--- src/rtl/pbd_pkg.sv ---
// Package for the batch deframer: result kind codes, reset values of the
// configuration registers and the command passed from front to back.
// No dependencies.
`default_nettype none
package pbd_pkg;

	localparam logic [31:0] SYNC_RESET   = 32'h7cd215d8;
	localparam logic [31:0] IDLE_RESET   = 32'h7a89c197;
	localparam int          CW_PER_BATCH = 16;
	localparam int          QDEPTH       = 4;
	localparam int          QPTR_W       = $clog2(QDEPTH);

	localparam logic [1:0] KIND_ADDR  = 2'd0;
	localparam logic [1:0] KIND_ALPHA = 2'd1;
	localparam logic [1:0] KIND_DIGIT = 2'd2;
	localparam logic [1:0] KIND_END   = 2'd3;

	localparam logic [0:0] REG_SYNC = 1'd0;
	localparam logic [0:0] REG_IDLE = 1'd1;

	localparam logic [2:0] FUNC_NONE = 3'd4;

	typedef struct packed {
		logic        tmo;
		logic [31:0] cw;
		logic [3:0]  idx;
	} cmd_t;

	typedef struct packed {
		logic push;
		logic full;
	} qctl_t;

endpackage
`default_nettype wire

--- src/rtl/pbd_ifs.sv ---
// Channel interfaces of the batch deframer: input items, results and
// configuration writes. Depends on nothing.
`default_nettype none
interface pbd_item_if;
	logic       valid;
	logic       ready;
	logic       action;
	logic [7:0] rx_byte;
	modport source (output valid, action, rx_byte, input ready);
	modport sink (input valid, action, rx_byte, output ready);
endinterface

interface pbd_result_if;
	logic        valid;
	logic        ready;
	logic [1:0]  kind;
	logic [20:0] ric;
	logic [1:0]  func_code;
	logic        func_valid;
	logic [6:0]  symbol;
	logic        last;
	modport source (output valid, kind, ric, func_code, func_valid, symbol, last,
		input ready);
	modport sink (input valid, kind, ric, func_code, func_valid, symbol, last,
		output ready);
endinterface

interface pbd_cfg_if;
	logic        valid;
	logic        ready;
	logic [0:0]  index;
	logic [31:0] data;
	modport source (output valid, index, data, input ready);
	modport sink (input valid, index, data, output ready);
endinterface
`default_nettype wire

--- src/rtl/pocsag_batch_deframer_unit.sv ---
// Top level of the batch deframer: configuration registers, front, command
// queue and back. Depends on pbd_pkg, pbd_ifs, pbd_front, pbd_queue, pbd_back.
//
// Use:
//   item   - input beats: action 0 carries a received byte (MSB first in time),
//            action 1 is a receive timeout tick.
//   result - output beats: address, character, digit nibble or message end,
//            with last set on the final beat caused by one input beat.
//   cfg    - register writes, index 0 sync word, index 1 idle word; always ready.
// The front takes one input beat per cycle while the four-entry command queue
// has room; a byte completing a codeword or a timeout pushes one command.
// The back takes a command while idle, then emits its result beats in turn
// for an address or a message end, or steps through the message bits of a
// message codeword, with an extra step when a character and a digit finish
// on the same bit. An address or message end passes through the command
// queue, the back's state register and the result register before it
// appears. Sustained batch throughput is set by the back's bit sequencer.
// Reset clears all hunt, batch and message state and loads the default sync
// and idle words. While the receiver stalls, the result register holds, the
// back waits, and the front keeps taking beats until the queue fills.
`default_nettype none
module pocsag_batch_deframer_unit import pbd_pkg::*; (
	input logic          clk,
	input logic          arst_n,
	pbd_item_if.sink     item,
	pbd_result_if.source result,
	pbd_cfg_if.sink      cfg
);

	logic [31:0] sync_q;
	logic [31:0] idle_q;
	qctl_t       front_ctl;
	qctl_t       queue_ctl;
	cmd_t        push_cmd;
	cmd_t        head;
	logic        q_empty;
	logic        pop;

	assign cfg.ready = 1'b1;

	always_ff @(posedge clk or negedge arst_n) begin
		if (!arst_n) begin
			sync_q <= SYNC_RESET;
			idle_q <= IDLE_RESET;
		end else if (cfg.valid) begin
			case (cfg.index)
				REG_SYNC: sync_q <= cfg.data;
				REG_IDLE: idle_q <= cfg.data;
				default:  sync_q <= sync_q;
			endcase
		end
	end

	pbd_front u_front (
		.clk       (clk),
		.arst_n    (arst_n),
		.sync_word (sync_q),
		.item      (item),
		.q_full    (queue_ctl.full),
		.qctl      (front_ctl),
		.push_cmd  (push_cmd)
	);

	pbd_queue u_queue (
		.clk      (clk),
		.arst_n   (arst_n),
		.ctl_in   (front_ctl),
		.ctl_out  (queue_ctl),
		.push_cmd (push_cmd),
		.pop      (pop),
		.empty    (q_empty),
		.head     (head)
	);

	pbd_back u_back (
		.clk       (clk),
		.arst_n    (arst_n),
		.idle_word (idle_q),
		.q_empty   (q_empty),
		.head      (head),
		.pop       (pop),
		.result    (result)
	);

endmodule
`default_nettype wire

--- src/rtl/pbd_queue.sv ---
// Short command queue between the front and the back of the deframer.
// Depends on pbd_pkg.
`default_nettype none
module pbd_queue import pbd_pkg::*; (
	input  logic  clk,
	input  logic  arst_n,
	input  qctl_t ctl_in,
	output qctl_t ctl_out,
	input  cmd_t  push_cmd,
	input  logic  pop,
	output logic  empty,
	output cmd_t  head
);

	cmd_t              mem_q [QDEPTH];
	logic [QPTR_W-1:0] wr_q;
	logic [QPTR_W-1:0] rd_q;
	logic [QPTR_W:0]   cnt_q;

	assign empty        = (cnt_q == '0);
	assign ctl_out.full = (cnt_q == (QPTR_W+1)'(QDEPTH));
	assign ctl_out.push = ctl_in.push;
	assign head         = mem_q[rd_q];

	always_ff @(posedge clk) begin
		if (ctl_in.push) begin
			mem_q[wr_q] <= push_cmd;
		end
	end

	always_ff @(posedge clk or negedge arst_n) begin
		if (!arst_n) begin
			wr_q  <= '0;
			rd_q  <= '0;
			cnt_q <= '0;
		end else begin
			if (ctl_in.push) begin
				wr_q <= wr_q + 1'b1;
			end
			if (pop) begin
				rd_q <= rd_q + 1'b1;
			end
			case ({ctl_in.push, pop})
				2'b10:   cnt_q <= cnt_q + 1'b1;
				2'b01:   cnt_q <= cnt_q - 1'b1;
				default: cnt_q <= cnt_q;
			endcase
		end
	end

endmodule
`default_nettype wire

--- src/rtl/pbd_front.sv ---
// Front of the deframer: sync hunt over the bit stream and codeword assembly.
// Pushes one command per finished codeword or timeout. Depends on pbd_pkg.
`default_nettype none
module pbd_front import pbd_pkg::*; (
	input  logic        clk,
	input  logic        arst_n,
	input  logic [31:0] sync_word,
	pbd_item_if.sink    item,
	input  logic        q_full,
	output qctl_t       qctl,
	output cmd_t        push_cmd
);

	logic [31:0] sync_shift_q;
	logic        in_batch_q;
	logic [7:0]  carry_q;
	logic [2:0]  offset_q;
	logic [3:0]  idx_q;
	logic [23:0] asm_q;
	logic [1:0]  nbytes_q;

	logic        acc;
	logic [39:0] window;
	logic        hit;
	logic [2:0]  hit_b;
	logic [7:0]  slot;
	logic        cw_done;
	logic        batch_end;

	assign item.ready = !q_full;
	assign acc        = item.valid && item.ready;
	assign window     = {sync_shift_q, item.rx_byte};
	assign slot       = 8'({carry_q, item.rx_byte} >> offset_q);
	assign cw_done    = in_batch_q && (nbytes_q == 2'd3);
	assign batch_end  = (idx_q >= 4'(CW_PER_BATCH - 1));

	always_comb begin
		hit   = 1'b0;
		hit_b = 3'd0;
		for (int b = 7; b >= 0; b--) begin
			if (window[(7-b) +: 32] == sync_word) begin
				hit   = 1'b1;
				hit_b = 3'(b);
			end
		end
	end

	assign qctl.push     = acc && (item.action || cw_done);
	assign qctl.full     = q_full;
	assign push_cmd.tmo  = item.action;
	assign push_cmd.cw   = {asm_q, slot};
	assign push_cmd.idx  = idx_q;

	always_ff @(posedge clk or negedge arst_n) begin
		if (!arst_n) begin
			sync_shift_q <= '0;
			in_batch_q   <= 1'b0;
			carry_q      <= '0;
			offset_q     <= '0;
			idx_q        <= '0;
			asm_q        <= '0;
			nbytes_q     <= '0;
		end else if (acc) begin
			if (item.action) begin
				in_batch_q <= 1'b0;
			end else if (in_batch_q) begin
				carry_q  <= item.rx_byte;
				asm_q    <= {asm_q[15:0], slot};
				nbytes_q <= nbytes_q + 1'b1;
				if (cw_done) begin
					if (batch_end) begin
						in_batch_q <= 1'b0;
						idx_q      <= '0;
						if (offset_q != 3'd0) begin
							sync_shift_q <= {sync_shift_q[23:0], item.rx_byte};
						end
					end else begin
						idx_q <= idx_q + 1'b1;
					end
				end
			end else if (hit) begin
				sync_shift_q <= window[(7 - hit_b) +: 32];
				in_batch_q   <= 1'b1;
				offset_q     <= 3'd7 - hit_b;
				carry_q      <= item.rx_byte;
				idx_q        <= '0;
				nbytes_q     <= '0;
				asm_q        <= '0;
			end else begin
				sync_shift_q <= window[31:0];
			end
		end
	end

endmodule
`default_nettype wire

--- src/rtl/pbd_back.sv ---
// Back of the deframer: message state, address decoding and character and
// digit unpacking, one result beat per cycle unless the receiver stalls. Depends on pbd_pkg.
`default_nettype none
module pbd_back import pbd_pkg::*; (
	input  logic        clk,
	input  logic        arst_n,
	input  logic [31:0] idle_word,
	input  logic        q_empty,
	input  cmd_t        head,
	output logic        pop,
	pbd_result_if.source result
);

	localparam logic [2:0] S_IDLE = 3'd0;
	localparam logic [2:0] S_END  = 3'd1;
	localparam logic [2:0] S_ADDR = 3'd2;
	localparam logic [2:0] S_TEND = 3'd3;
	localparam logic [2:0] S_BITS = 3'd4;

	logic [2:0]  state_q;
	logic [31:0] cw_q;
	logic [4:0]  bit_q;
	logic        split_q;
	logic [3:0]  rem_q;
	logic        running_q;
	logic [20:0] ric_q;
	logic [2:0]  func_q;
	logic [20:0] hd_ric_q;
	logic [2:0]  hd_func_q;
	logic [7:0]  cacc_q;
	logic [2:0]  ccnt_q;
	logic [7:0]  dacc_q;
	logic [2:0]  dcnt_q;

	logic        ov_q;
	logic [1:0]  kind_q;
	logic [20:0] ric_out_q;
	logic [1:0]  fcode_q;
	logic        fvalid_q;
	logic [6:0]  sym_q;
	logic        last_q;

	logic        can_emit;
	logic        hd_idle;
	logic        hd_addr;
	logic        cur_bit;
	logic [7:0]  ca_n;
	logic [2:0]  cc_n;
	logic [7:0]  da_n;
	logic [2:0]  dc_n;
	logic        cfire;
	logic        dfire;
	logic        emit;
	logic [1:0]  e_kind;
	logic [20:0] e_ric;
	logic [2:0]  e_func;
	logic [6:0]  e_sym;
	logic        advance;

	assign can_emit = !ov_q || result.ready;
	assign pop      = (state_q == S_IDLE) && !q_empty;
	assign hd_idle  = (head.cw == idle_word);
	assign hd_addr  = !head.cw[31];
	assign cur_bit  = cw_q[bit_q];
	assign ca_n     = {cur_bit, cacc_q[7:1]};
	assign cc_n     = ccnt_q + 1'b1;
	assign da_n     = {cur_bit, dacc_q[7:1]};
	assign dc_n     = dcnt_q + 1'b1;
	assign cfire    = (cc_n == 3'd7);
	assign dfire    = (dc_n == 3'd4);
	assign advance  = split_q || !(cfire && dfire);

	always_comb begin
		emit   = 1'b0;
		e_kind = KIND_END;
		e_ric  = ric_q;
		e_func = func_q;
		e_sym  = '0;
		case (state_q)
			S_END, S_TEND: begin
				emit = can_emit;
			end
			S_ADDR: begin
				emit   = can_emit;
				e_kind = KIND_ADDR;
				e_ric  = hd_ric_q;
				e_func = hd_func_q;
			end
			S_BITS: begin
				if (split_q) begin
					emit   = can_emit;
					e_kind = KIND_DIGIT;
					e_sym  = {3'd0, dacc_q[7:4]};
				end else if (cfire) begin
					emit   = can_emit;
					e_kind = KIND_ALPHA;
					e_sym  = ca_n[7:1];
				end else if (dfire) begin
					emit   = can_emit;
					e_kind = KIND_DIGIT;
					e_sym  = {3'd0, da_n[7:4]};
				end
			end
			default: begin
				emit = 1'b0;
			end
		endcase
	end

	assign result.valid      = ov_q;
	assign result.kind       = kind_q;
	assign result.ric        = ric_out_q;
	assign result.func_code  = fcode_q;
	assign result.func_valid = fvalid_q;
	assign result.symbol     = sym_q;
	assign result.last       = last_q;

	always_ff @(posedge clk) begin
		if (emit) begin
			kind_q    <= e_kind;
			ric_out_q <= e_ric;
			fvalid_q  <= !e_func[2];
			fcode_q   <= e_func[2] ? 2'd0 : e_func[1:0];
			sym_q     <= e_sym;
			last_q    <= (rem_q == 4'd1);
		end
		if (pop) begin
			cw_q      <= head.cw;
			hd_ric_q  <= {head.cw[30:13], head.idx[3:1]};
			hd_func_q <= {1'b0, head.cw[12:11]};
		end
	end

	always_ff @(posedge clk or negedge arst_n) begin
		if (!arst_n) begin
			state_q   <= S_IDLE;
			ov_q      <= 1'b0;
			bit_q     <= '0;
			split_q   <= 1'b0;
			rem_q     <= '0;
			running_q <= 1'b0;
			ric_q     <= '0;
			func_q    <= FUNC_NONE;
			cacc_q    <= '0;
			ccnt_q    <= '0;
			dacc_q    <= '0;
			dcnt_q    <= '0;
		end else begin
			if (emit) begin
				ov_q  <= 1'b1;
				rem_q <= rem_q - 1'b1;
			end else if (result.ready) begin
				ov_q <= 1'b0;
			end
			case (state_q)
				S_IDLE: begin
					if (pop) begin
						if (head.tmo) begin
							rem_q <= 4'd1;
							if (running_q) begin
								state_q <= S_TEND;
							end
						end else if (hd_addr && !hd_idle) begin
							rem_q   <= running_q ? 4'd2 : 4'd1;
							state_q <= running_q ? S_END : S_ADDR;
						end else if (hd_addr) begin
							cacc_q <= '0;
							ccnt_q <= '0;
							dacc_q <= '0;
							dcnt_q <= '0;
						end else begin
							if (!hd_idle) begin
								running_q <= 1'b1;
							end
							bit_q   <= 5'd30;
							split_q <= 1'b0;
							rem_q   <= (ccnt_q != 3'd0) ? 4'd8 : 4'd7;
							state_q <= S_BITS;
						end
					end
				end
				S_END: begin
					if (can_emit) begin
						running_q <= 1'b0;
						state_q   <= S_ADDR;
					end
				end
				S_ADDR: begin
					if (can_emit) begin
						ric_q     <= hd_ric_q;
						func_q    <= hd_func_q;
						running_q <= 1'b1;
						cacc_q    <= '0;
						ccnt_q    <= '0;
						dacc_q    <= '0;
						dcnt_q    <= '0;
						state_q   <= S_IDLE;
					end
				end
				S_TEND: begin
					if (can_emit) begin
						running_q <= 1'b0;
						ric_q     <= '0;
						func_q    <= FUNC_NONE;
						state_q   <= S_IDLE;
					end
				end
				S_BITS: begin
					if (can_emit) begin
						if (split_q) begin
							dacc_q  <= '0;
							dcnt_q  <= '0;
							split_q <= 1'b0;
						end else begin
							cacc_q <= cfire ? 8'd0 : ca_n;
							ccnt_q <= cfire ? 3'd0 : cc_n;
							if (dfire && !cfire) begin
								dacc_q <= '0;
								dcnt_q <= '0;
							end else begin
								dacc_q <= da_n;
								dcnt_q <= dc_n;
							end
							if (cfire && dfire) begin
								split_q <= 1'b1;
							end
						end
						if (advance) begin
							if (bit_q == 5'd11) begin
								state_q <= S_IDLE;
							end else begin
								bit_q <= bit_q - 1'b1;
							end
						end
					end
				end
				default: begin
					state_q <= S_IDLE;
				end
			endcase
		end
	end

endmodule
`default_nettype wire
--- src/flat_wrapper.sv ---
// flat-port wrapper written by rule: the top's interface ports become plain ports
module pocsag_batch_deframer_unit_flat import pbd_pkg::*;
  (clk, arst_n, item_valid, item_action, item_rx_byte, item_ready, result_valid, result_kind, result_ric, result_func_code, result_func_valid, result_symbol, result_last, result_ready, cfg_valid, cfg_index, cfg_data, cfg_ready);
  pbd_item_if item_i ();
  pbd_result_if result_i ();
  pbd_cfg_if cfg_i ();
  input logic clk;
  input logic arst_n;
  input wire logic [$bits(item_i.valid)-1:0] item_valid;
  input wire logic [$bits(item_i.action)-1:0] item_action;
  input wire logic [$bits(item_i.rx_byte)-1:0] item_rx_byte;
  output wire logic [$bits(item_i.ready)-1:0] item_ready;
  output wire logic [$bits(result_i.valid)-1:0] result_valid;
  output wire logic [$bits(result_i.kind)-1:0] result_kind;
  output wire logic [$bits(result_i.ric)-1:0] result_ric;
  output wire logic [$bits(result_i.func_code)-1:0] result_func_code;
  output wire logic [$bits(result_i.func_valid)-1:0] result_func_valid;
  output wire logic [$bits(result_i.symbol)-1:0] result_symbol;
  output wire logic [$bits(result_i.last)-1:0] result_last;
  input wire logic [$bits(result_i.ready)-1:0] result_ready;
  input wire logic [$bits(cfg_i.valid)-1:0] cfg_valid;
  input wire logic [$bits(cfg_i.index)-1:0] cfg_index;
  input wire logic [$bits(cfg_i.data)-1:0] cfg_data;
  output wire logic [$bits(cfg_i.ready)-1:0] cfg_ready;
  assign item_i.valid = item_valid;
  assign item_i.action = item_action;
  assign item_i.rx_byte = item_rx_byte;
  assign item_ready = item_i.ready;
  assign result_valid = result_i.valid;
  assign result_kind = result_i.kind;
  assign result_ric = result_i.ric;
  assign result_func_code = result_i.func_code;
  assign result_func_valid = result_i.func_valid;
  assign result_symbol = result_i.symbol;
  assign result_last = result_i.last;
  assign result_i.ready = result_ready;
  assign cfg_i.valid = cfg_valid;
  assign cfg_i.index = cfg_index;
  assign cfg_i.data = cfg_data;
  assign cfg_ready = cfg_i.ready;
  pocsag_batch_deframer_unit u_core (.clk(clk), .arst_n(arst_n), .item(item_i), .result(result_i), .cfg(cfg_i));
endmodule
--- config.mk ---
export PLATFORM = sky130hd
export DESIGN_NAME = pocsag_batch_deframer_unit_flat
export DESIGN_NICKNAME = d
export VERILOG_FILES = /design/src/rtl/pbd_pkg.sv /design/src/rtl/pbd_ifs.sv /design/src/rtl/pocsag_batch_deframer_unit.sv /design/src/rtl/pbd_queue.sv /design/src/rtl/pbd_front.sv /design/src/rtl/pbd_back.sv /design/src/flat_wrapper.sv
export SDC_FILE = /design/constraint.sdc
export NUM_CORES = 1
export LEC_CHECK = 0
export BUFFER_PORTS_ARGS = -buffer_cell sky130_fd_sc_hd__buf_2
export CAP_MARGIN = 0
export CORE_UTILIZATION = 25
export DETAILED_ROUTE_END_ITERATION = 8
export SETUP_SLACK_MARGIN = 0.3
export SLEW_MARGIN = 30
export SYNTH_ARGS = -nofsm -noshare
export SYNTH_HDL_FRONTEND = slang
export SYNTH_SLANG_ARGS = --single-unit
--- constraint.sdc ---
create_clock -name clk -period 8.5 [get_ports clk]
set_input_delay 0 -clock clk [delete_from_list [all_inputs] [get_ports clk]]
set_output_delay 0 -clock clk [all_outputs]
set_load 0.02 [all_outputs]
==> summary.md, run 1 <==
| Metric | Value |
|---|---|
| RD Place Congestion | 0.974 |
| Root Buffer Master | clkbuf_16 |
| Met1 GRT Util | 19.2% |
| Fin crit period | 4360 ps |
| Initial DRT Pass Iterations | 6 |
| Worst min-delay path class | in -> reg |
| Layout area overhead | 15.8% |
| Netlist cell types | 66 |
| Die Ht | 295 um |
| Initial antenna violation count | 12 |
| Post-DRT Antenna Nets | 0 |
| Reg clk slew, reported paths | 60 ps |
| Pre-CTS setup slack | 4160 ps |
| GR peak layer | met2 |
| Peak VDD IR | 0.190 mV |
| Syn Nets | 1,796 |
| Crit Path Max Fanout | 15 |
| Port bufs | 82 |
| Die W | 295 um |
| Status | complete, no violations |
| Num CTS Buffers | 44 |
| Asr flop ratio synth | 48.2% |
| Fraction of layout cells with a size suffix above 1 | 21.8% |
| Largest net degree at the start of global routing | 77 |
| Drt total wl | 64.1 mm |
| Fin area | 0.0248 sq mm |
| Synth warn | 0 |
| Clock skew | 49.4 ps |
| Clock sink count | 411 |
| Htree depth | 2 |
| Area contributors post-synth | edfxtp_1 30%, dfrtp_1 19%, xnor2_1 8.4% |
| Seq pwr share | 42.6% |
| Setup TNS | 0 ps |
| Top Ports | 84 |
| Clock Latency Late Sink | 610 ps |
| Fin crit share | 51.3% |
| Least-Margin Pin Slew | 1030 ps |
| Top-area cell type share of the netlist area | 29.8% |
| Post-route setup slack | 4140 ps |
| GR Layer Usage met3 | 3.04% |
| Startpoint Class | register |
| Post-synth top flop | edfxtp_1 |
| Max Cap Viol | 0 |
| Core box area | 0.0850 sq mm |
| Slew Viols, Final | 0 |
| Placed inst area | 0.0228 sq mm |
| EDFF count, synth | 213 |
| Logic gate share of total power | 32.0% |
| Critical path's slowest cell | dfrtp_1 |
| Crit path top cell by count | nand2_1 |
| Die area | 0.0870 sq mm |
| Setup repair bufs after CTS | 0 |
| CTS max path bufs | 3 |
| CTS tree | done |
| Final Setup Violations | 0 |
| Met2 Track Usage GR | 23.5% |
| Fill cells | 8,566 |
| DRC viols | 0 |
| NetSw | 3.01 mW |
| Unrepaired setup endpoints after global routing | no |
| Leading area contributor after synthesis | edfxtp_1 |
| All-layer global routing usage | 14.7% |
| Avg Vias per Cell | 4.87 |
| Critical path type | reg -> reg |
| Nature of the critical path endpoint | register |
| Vias in the first global route | 14,500 |
| # nets final | 1,838 |
| Initial cell density of the core | 25.2% |
| Sw Share | 37.3% |
| Power density cells | 325 mW/mm^2 |
| Mapped Area | 0.0214 sq mm |
| Mapped Cells | 1,732 |
| Slew headroom | 31.6% |
| Final Core Density | 29.2% |
| Initial DRC Count | 1,339 |
| Vias | 14,400 |
| LEAKAGE | 9.18 nW |
| Row Count | 107 |
| Max Clock Freq | 229 MHz |
| Crit path DAT | 4870 ps |
| Gr ovfl total | 0 |
| Cts repair resizes | 0 |
| Sequential area share after synthesis | 53.1% |
| First-pass GRT wire length | 95.7 mm |
| Clock share of power | 25.4% |
| Slowest stage delay, CP | 1010 ps |
| CP required | 9010 ps |
| Syn Area/Cell | 12.4 sq um |
| Power Internal | 5.06 mW |
| DP HPWL | 43.4 mm |
| Flops & latches, synth | 411 |
| DR WL/cell | 21.6 um |
| Final Hold Fails | 0 |
| Crit path cell chain | xnor2_1 > nand4_1 > nor4_1 > nand2_1 > nand2_1 > nor2_1 > nor4_4 > nand2_1 > o221ai_1 > a31o_2 |
-- flip-flops by register name (all words and copies together), names as in the netlist, 6 cells and up --
register / cells
u_core.u_queue.mem_q: 144
u_core.idle_q: 32
u_core.sync_q: 32
u_core.u_back.cw_q: 32
u_core.u_front.sync_shift_q: 31
u_core.u_front.asm_q: 24
u_core.u_back.result.ric: 21
u_core.u_back.ric_q: 21
u_core.u_back.result.symbol: 7
u_core.u_front.carry_q: 7
u_core.u_back.cacc_q: 6
-- synthesized netlist by cell type (5+ instances only) --
master,instances
xor2_1,94
a21o_1,12
buf_6,8
dfstp_2,33
o31ai_1,6
nand3_1,10
nand4_1,60
edfxtp_1,213
o22ai_1,12
o21ai_0,64
a21oi_1,36
a211oi_1,7
a22o_1,29
nor2_1,50
xnor2_1,206
or2_2,5
nand2_1,137
inv_1,28
o21ai_1,5
buf_2,85
mux2i_1,62
nor2b_1,5
nor3_1,15
dfrtp_1,165
and3_1,6
a211o_1,8
mux4_2,46
a22oi_1,12
mux2_2,107
a31o_2,7
nor4_1,34
a31oi_1,5
o211ai_1,9
and2_1,13
ha_1,16
buf_1,14
o221ai_1,17
clkbuf_1,41
-- final cells by class --
class                   instances  area [sq um]  share of cell area (%)
diodes                          7          17.5                  0.0706
clock buffers                  60          1220                    4.93
clock inverters                22           340                    1.37
inverters                      30           113                   0.454
multi-input cells            1141          9260                    37.3
flip-flops and latches        411         11400                    45.9
well taps                    1144          1430                    5.76
repair buffers                146          1050                    4.25
-- worst paths after layout --
| check | startpoint | to | slack (ps) | depth (start not counted) |
|---|---|---|---|---|
| setup / recovery | u_core.u_front.sync_shift_q[0]$_DFFE_PN0P_ | u_core.u_front.sync_shift_q[11]$_DFFE_PN0P_ | 4140 | 10 |
| hold / removal | item_rx_byte[5] | u_core.u_front.sync_shift_q[3]$_DFFE_PN0P_ | 40 | 3 |
| setup reg to reg | u_core.u_front.sync_shift_q[0]$_DFFE_PN0P_ | u_core.u_front.sync_shift_q[11]$_DFFE_PN0P_ | 4140 | 10 |
| hold reg to reg | u_core.u_back.ric_q[10]$_DFFE_PN0P_ | u_core.u_back.ric_q[10]$_DFFE_PN0P_ | 480 | 2 |
| max in group asynchronous | arst_n | u_core.u_front.sync_shift_q[25]$_DFFE_PN0P_ | 7130 | 4 |
| min in group asynchronous | arst_n | u_core.u_back.func_q[2]$_DFFE_PN1P_ | 530 | 3 |
-- per-layer routing --
| metal | vias to the layer above | share of wire [%] |
|---|---|---|
| li1 | 6399 | - |
| met1 | 7251 | 42 |
| met2 | 596 | 47 |
| met3 | 151 | 7.5 |
| met4 | 10 | 3.9 |
| met5 | - | 0.10 |
-- worst max-delay path: cells and delay by family, from the launching register on --
| family | cells | cell delay, ps |
|---|---|---|
| flip-flops | 1 | 1010 |
| XOR/XNOR | 1 | 190 |
| AO/OA/AOI/OAI | 2 | 520 |
| AND/OR/NAND/NOR | 7 | 2550 |
-- through the flow --
step,cells,total power [mW],hold slack [ps]
detailed placement,2827,6.02,24.0
global route,2958,8.47,34.2
floorplan,1732,5.15,-296
global placement,2827,5.96,16.7
finish,2961,8.06,42.4
CTS,2952,8.11,26.6
-- what timing repair did --
action | 4_1_cts | 5_1_grt
setup endpoints to repair | 0 | 0
endpoints found under the hold margin | 138 | 9
hold buffers | 43 | 1
-- cell usage in the layout, fill, tap and decap left out, types with 17 or more instances in the layout --
cell	Yosys	routed
nand4_1	60	60
mux2_2	107	107
xnor2_1	206	206
nand2_1	137	136
dlygate4sd3_1	0	43
xor2_1	94	94
clkbuf_16	0	45
mux4_2	46	46
mux2i_1	62	62
dfrtp_1	165	164
edfxtp_1	213	213
o21ai_0	64	63
nor4_1	34	34
a22o_1	29	29
nor2_1	50	49
o221ai_1	17	17
dfstp_2	33	33
a21oi_1	36	36
inv_1	28	28
buf_4	2	17
buf_2	85	81
-- kinds of logic (layout without fill, tap and decap cells) --
logic type	count (synthesis)	after routing	synth area share [%]
other	1	8	0.0175
XOR/XNOR	300	300	12.2
adder cells (fa/ha/maj)	17	17	1.03
buffers and inverters	180	258	3.96
flip-flops	411	411	53.1
AO/OA/AOI/OAI	251	251	7.99
AND/OR/NAND/NOR	357	357	8.31
multiplexers	215	215	13.3
-- power groups by stage --
stage | registers [mW] | clock network, mW | logic [mW]
final | 3.43 | 2.05 | 2.58
after global routing | 3.47 | 2.18 | 2.82
after CTS | 3.41 | 2.10 | 2.60
after detailed placement | 3.45 | 0 | 2.57
after global placement | 3.44 | 0 | 2.53
after floorplan | 2.98 | 0 | 2.17
(Power assumes the default switching activity.)
==> inputs of run 2 (changes only) <==
==> constraint.sdc (replaced) <==
create_clock -name clk -period 4.5 [get_ports clk]
set_input_delay 0 -clock clk [delete_from_list [all_inputs] [get_ports clk]]
set_output_delay 0 -clock clk [all_outputs]
set_load 0.02 [all_outputs]
==> run 2 against run 1 <==
  * Combinational power is 110% higher
  * Die area stayed put
  * Clock skew is 28 ps lower
  * Cell count is 1.7% higher
  * Global-route usage is 0.60 points higher
  * Setup slack worse by 3700 ps
  * Via count is 2.0% higher
  * Wire length is 4.1% higher
  * Cell area is 1.1% higher
  * Critical path depth is 1 lower
  * Largest cell class unchanged
  * Fmax is 6.9% higher
  * Sequential share of layout area is 0.51 points lower
==> summary.md, run 2 (synthesis gave the netlist of run 1 again) <==
| Metric | Value |
|---|---|
| Hold_ws | 30.2 ps |
| Layout area overhead | 17.1% |
| DR top layer | met5 |
| RD Place Congestion | 1.01 |
| Initial DRC Count | 1,414 |
| CTS max path bufs | 3 |
| Port bufs | 82 |
| Clock Latency Late Sink | 590 ps |
| LEAKAGE | 9.38 nW |
| DRT met1 WL | 27.9 mm |
| Largest register FFs | 144 |
| Vias | 14,700 |
| All-layer global routing usage | 15.3% |
| Nature of the critical path endpoint | register |
| Crit path DAT | 4500 ps |
| Worst min-delay path class | in -> async |
| Top Ports | 84 |
| Core box area | 0.0850 sq mm |
| Die W | 295 um |
| DP Cell Count | 2,878 |
| DR WL/cell | 22.2 um |
| Critical path's slowest cell | dfrtp_1 |
| Avg Vias per Cell | 4.88 |
| Crit Path Max Fanout | 16 |
| Row Count | 107 |
| Critical path type | reg -> reg |
| Setup TNS | 0 ps |
| Initial antenna violation count | 12 |
| Slowest stage delay, CP | 830 ps |
| Commonest non-fill, non-tap cell in the layout | edfxtp_1 |
| Fin crit period | 4080 ps |
| Slew headroom | 27.3% |
| Fill cells | 8,559 |
| DRC viols | 0 |
| Final Non-Filler Cells | 3,011 |
| Slew Viols, Final | 0 |
| Final Setup Violations | 0 |
| Pre-CTS setup slack | 371 ps |
| Post-route setup slack | 419 ps |
| Max Cap Viol | 0 |
| Commonest non-fill, non-tap cells in the layout | 213 x edfxtp_1, 206 x xnor2_1, 164 x dfrtp_1 |
| Largest net degree at the start of global routing | 110 |
| Post-DRT Antenna Nets | 0 |
| Clock skew | 21.1 ps |
| Gr ovfl total | 0 |
| DP HPWL | 46.9 mm |
| Fraction of layout cells with a size suffix above 1 | 23.7% |
| Vias in the first global route | 14,800 |
| Reg clk slew, reported paths | 70 ps |
| Reg with most FFs | u_core.u_queue.mem_q |
| Unrepaired setup endpoints after global routing | no |
| Root Buffer Master | clkbuf_16 |
| Drt total wl | 66.7 mm |
| # nets final | 1,888 |
| Wire length on met3 | 4.87 mm |
| First-pass GRT wire length | 99.0 mm |
| Fin crit share | 90.7% |
| Met2 WL | 30.7 mm |
| Final Hold Fails | 0 |
| Status | complete, no violations |
| Die Ht | 295 um |
| Fin area | 0.0251 sq mm |
| CTS tree | done |
| CP required | 4920 ps |
| Power density cells | 611 mW/mm^2 |
| Crit path cell chain | xor2_1 > nor4_1 > and4_1 > o21ai_0 > nor2_4 > o41a_1 > o22a_1 > a21oi_1 > a211oi_1 |
| Initial cell density of the core | 25.2% |
| Placed inst area | 0.0232 sq mm |
| Initial DRT Pass Iterations | 5 |
| Num CTS Buffers | 44 |
| Max Clock Freq | 245 MHz |
| Startpoint Class | register |
| Peak VDD IR | 0.395 mV |
| Least-Margin Pin Slew | 1080 ps |
| Htree depth | 2 |
| Die area | 0.0870 sq mm |
| Clock sink count | 411 |
-- run 2: final timing paths --
kind | depth (start not counted) | start | slack [ps] | endpoint
worst max-delay path | 9 | u_core.u_front.sync_shift_q[14]$_DFFE_PN0P_ | 420 | u_core.u_front.sync_shift_q[1]$_DFFE_PN0P_
worst min-delay path | 2 | arst_n | 30 | u_core.u_back.ric_q[16]$_DFFE_PN0P_
worst max register to register | 9 | u_core.u_front.sync_shift_q[14]$_DFFE_PN0P_ | 420 | u_core.u_front.sync_shift_q[1]$_DFFE_PN0P_
worst min register to register | 2 | u_core.u_back.func_q[0]$_DFFE_PN0P_ | 480 | u_core.u_back.func_q[0]$_DFFE_PN0P_
max in group asynchronous | 3 | arst_n | 3320 | u_core.u_front.sync_shift_q[19]$_DFFE_PN0P_
min in group clk | 4 | item_rx_byte[4] | 110 | u_core.u_front.sync_shift_q[2]$_DFFE_PN0P_
-- run 2: power breakdown --
group	internal, mW	switching (mW)	total [mW]
sequential	5.03	1.22	6.25
combinational	2.41	3.03	5.44
clock	2.10	1.56	3.66
-- run 2: what timing repair did --
action	CTS	global route
gates resized for setup	0	0
hold buffers	42	1
hold endpoints to repair	172	10
setup endpoints to repair	0	1
setup buffers	0	0
-- run 2: per-layer routing --
metal | up-vias | GRT usage, %
li1 | 6488 | -
met1 | 7406 | 19.8
met2 | 631 | 24.3
met3 | 165 | 3.16
met4 | 12 | 7.32
met5 | - | 0
-- run 2: cell type report --
class / instances / area, sq um / share of cell area, %
Antenna cell: 8 / 20.0 / 0.0797
Tap cell: 1144 / 1430 / 5.70
Sequential cell: 411 / 11400 / 45.4
Clock buffer: 57 / 1180 / 4.70
Clock inverter: 24 / 268 / 1.07
Inverter: 30 / 113 / 0.448
Multi-Input combinational cell: 1141 / 9250 / 36.8
Timing Repair Buffer: 196 / 1450 / 5.79
-- run 2: metrics by stage --
stage / utilization (%) / power [mW]
3_5_place_dp: 27.3 / 11.7
4_1_cts: 29.5 / 15.4
6_report: 29.5 / 15.4
2_1_floorplan: - / 9.72
5_1_grt: 29.5 / 16.1
3_3_place_gp: 27.3 / 11.6
-- run 2: critical path, delay by kind of cell (launching register included) --
kind / cells / cell delay (ps)
and+or+nand+nor: 3 / 1360
AOI/OAI and AO/OA: 5 / 1550
DFF: 1 / 830
xor gates and xnor gates: 1 / 150
==> inputs of run 3 (changes only) <==
--- a/config.mk
+++ b/config.mk
@@ -7,8 +7,10 @@
 export LEC_CHECK = 0
 export BUFFER_PORTS_ARGS = -buffer_cell sky130_fd_sc_hd__buf_2
 export CAP_MARGIN = 0
-export CORE_UTILIZATION = 25
+export CORE_MARGIN = 2
+export CORE_UTILIZATION = 55
 export DETAILED_ROUTE_END_ITERATION = 8
+export PLACE_DENSITY = 0.72
 export SETUP_SLACK_MARGIN = 0.3
 export SLEW_MARGIN = 30
 export SYNTH_ARGS = -nofsm -noshare
==> run 3 against run 2 <==
  * Largest cell class unchanged
  * Clock power about the same
  * Non-clock buffer count shrank 28
  * Count of clock-buffer cells in the layout rose by 3
  * Critical path depth is 1 higher
  * Utilization is 33 points higher
  * First-iteration DRC count is 11% higher
  * Sequential share of layout area is 1.9 points higher
  * Wire length fell by 11%
==> summary.md, run 3 (synthesis gave the netlist of run 1 again) <==
| Metric | Value |
|---|---|
| Critical path type | reg -> reg |
| Layout area overhead | 12.3% |
| Initial DRC Count | 1,570 |
| Worst min-delay path class | in -> reg |
| Clock sink count | 411 |
| Nature of the critical path endpoint | register |
| Vias in the first global route | 14,900 |
| Port bufs | 82 |
| Max Cap Viol | 0 |
| DRC viols | 0 |
| Crit Path Max Fanout | 13 |
| Buf+Inv Stages, Crit Path | 0 |
| Setup TNS | 0 ps |
| Hold_ws | 31.5 ps |
| CP required | 4960 ps |
| Commonest non-fill, non-tap cell in the layout | edfxtp_1 |
| Slowest stage delay, CP | 930 ps |
| Clock skew | 20.7 ps |
| Final Hold Fails | 0 |
| Status | complete, no violations |
| Largest net degree at the start of global routing | 105 |
| Die area | 0.0406 sq mm |
| # nets final | 1,860 |
| Avg Vias per Cell | 6.23 |
| Initial cell density of the core | 55.6% |
| Register area | 0.0114 sq mm |
| Final Setup Violations | 0 |
| CTS max path bufs | 3 |
| Reg clk slew, reported paths | 60 ps |
| Clock Latency Late Sink | 590 ps |
| Drt total wl | 59.3 mm |
| Crit path max-delay family | compound AO/OA/AOI/OAI gates |
| Core box area | 0.0386 sq mm |
| Vias | 14,700 |
| Placed inst area | 0.0222 sq mm |
| Post-DRT Antenna Nets | 0 |
| Initial DRT Pass Iterations | 5 |
| Root Buffer Master | clkbuf_16 |
| Slew headroom | 37.6% |
| Die Ht | 201 um |
| Fin area | 0.0241 sq mm |
| Peak VDD IR | 0.462 mV |
| First-pass GRT wire length | 90.7 mm |
| Least-Margin Pin Slew | 936 ps |
| Htree depth | 2 |
| Num CTS Buffers | 44 |
| Cts repair resizes | 0 |
| Area of the multi-input gates | 0.00924 sq mm |
| Critical path's slowest cell | dfrtp_1 |
| Pre-CTS setup slack | 729 ps |
| Fin crit period | 3920 ps |
| Unrepaired setup endpoints after global routing | no |
| Fill cells | 3,001 |
| Post-route setup slack | 579 ps |
| Crit path DAT | 4380 ps |
| Row Count | 72 |
| Setup slack, reg-to-reg | 580 ps |
| Fraction of layout cells with a size suffix above 1 | 22.4% |
| Gr ovfl total | 0 |
| Die W | 201 um |
| DR WL/cell | 25.2 um |
| CTS tree | done |
| Commonest non-fill, non-tap cells in the layout | 213 x edfxtp_1, 206 x xnor2_1, 164 x dfrtp_1 |
| Slew Viols, Final | 0 |
| Fin crit share | 87.1% |
| Setup repair bufs after CTS | 0 |
| Max Clock Freq | 255 MHz |
| Power density cells | 626 mW/mm^2 |
| Startpoint Class | register |
| Initial antenna violation count | 0 |
| Reg with most FFs | u_core.u_queue.mem_q |
| RD Place Congestion | 1.02 |
| DP HPWL | 40.1 mm |
| LEAKAGE | 9.25 nW |
| Top Ports | 84 |
| Power Total | 15.1 mW |
| Crit path cell chain | xnor2_1 > nand4_1 > nor4_1 > nand4_1 > o21ai_0 > nor2_2 > o41a_1 > o311ai_0 > a31o_2 > o21ai_0 |
| Largest register FFs | 144 |
| All-layer global routing usage | 29.6% |
-- run 3: changes by cell type in the layout (fill, tap and decap cells not counted), sizes merged --
cell	delta
buf	-26
clkinv	+1
clkinvlp	-3
dlygate4sd3	-1
diode	-7
clkbuf	+2
-- run 3: power by group --
group / internal (mW) / total (mW) / switching (mW) / leakage, nW
combinational: 2.33 / 5.02 / 2.68 / 4.03
clock: 2.12 / 3.65 / 1.53 / 0.711
sequential: 5.03 / 6.42 / 1.39 / 4.51
total: 9.49 / 15.1 / 5.60 / 9.25
-- run 3: stage by stage --
step | util [%] | std cells
2_1_floorplan | - | 1732
3_3_place_gp | 57.5 | 2224
3_5_place_dp | 57.5 | 2225
4_1_cts | 62.4 | 2348
5_1_grt | 62.5 | 2350
6_report | 62.5 | 2351
-- run 3: timing repair --
action,in CTS,in global routing
setup endpoints to repair,0,0
hold buffers,41,1
hold endpoints to repair,170,27
-- run 3: worst paths after layout --
path                       cells after the start                                       start                                     endpoint
min reg2reg                                    2         u_core.u_back.ric_q[19]$_DFFE_PN0P_          u_core.u_back.ric_q[19]$_DFFE_PN0P_
max in group asynchronous                      5                                      arst_n          u_core.u_back.dcnt_q[0]$_DFFE_PN0P_
max reg2reg                                   10  u_core.u_front.sync_shift_q[2]$_DFFE_PN0P_  u_core.u_front.sync_shift_q[29]$_DFFE_PN0P_
max                                           10  u_core.u_front.sync_shift_q[2]$_DFFE_PN0P_  u_core.u_front.sync_shift_q[29]$_DFFE_PN0P_
min                                            3                             item_rx_byte[4]   u_core.u_front.sync_shift_q[2]$_DFFE_PN0P_
min in group asynchronous                      3                                      arst_n          u_core.u_back.ric_q[12]$_DFFE_PN0P_
-- run 3: area by class of cell --
cell class / count / share of cell area, %
multi-input combinational: 1141 / 38.4
antenna: 1 / 0.0104
tap: 518 / 2.69
clock inverter: 22 / 1.06
clock buffer: 60 / 4.98
sequential: 411 / 47.3
timing repair buffer: 168 / 5.15
inverter: 30 / 0.467
-- run 3: layer usage --
| layer | up-vias | global-route usage, % | part of all wire [%] | wire (um) |
|---|---|---|---|---|
| met4 | 0 | 13.4 | 4.9 | 2890 |
| met1 | 7332 | 39.8 | 40 | 24000 |
| met2 | 733 | 47.1 | 46 | 27400 |
| met5 | - | 0 | 0 | 0 |
| met3 | 169 | 5.69 | 8.4 | 4960 |
| li1 | 6423 | - | - | - |
-- run 3: worst min-delay path, cell delays in order --
cell and delay, ps:
buf_2 260, o221ai_1 230, a211oi_1 70
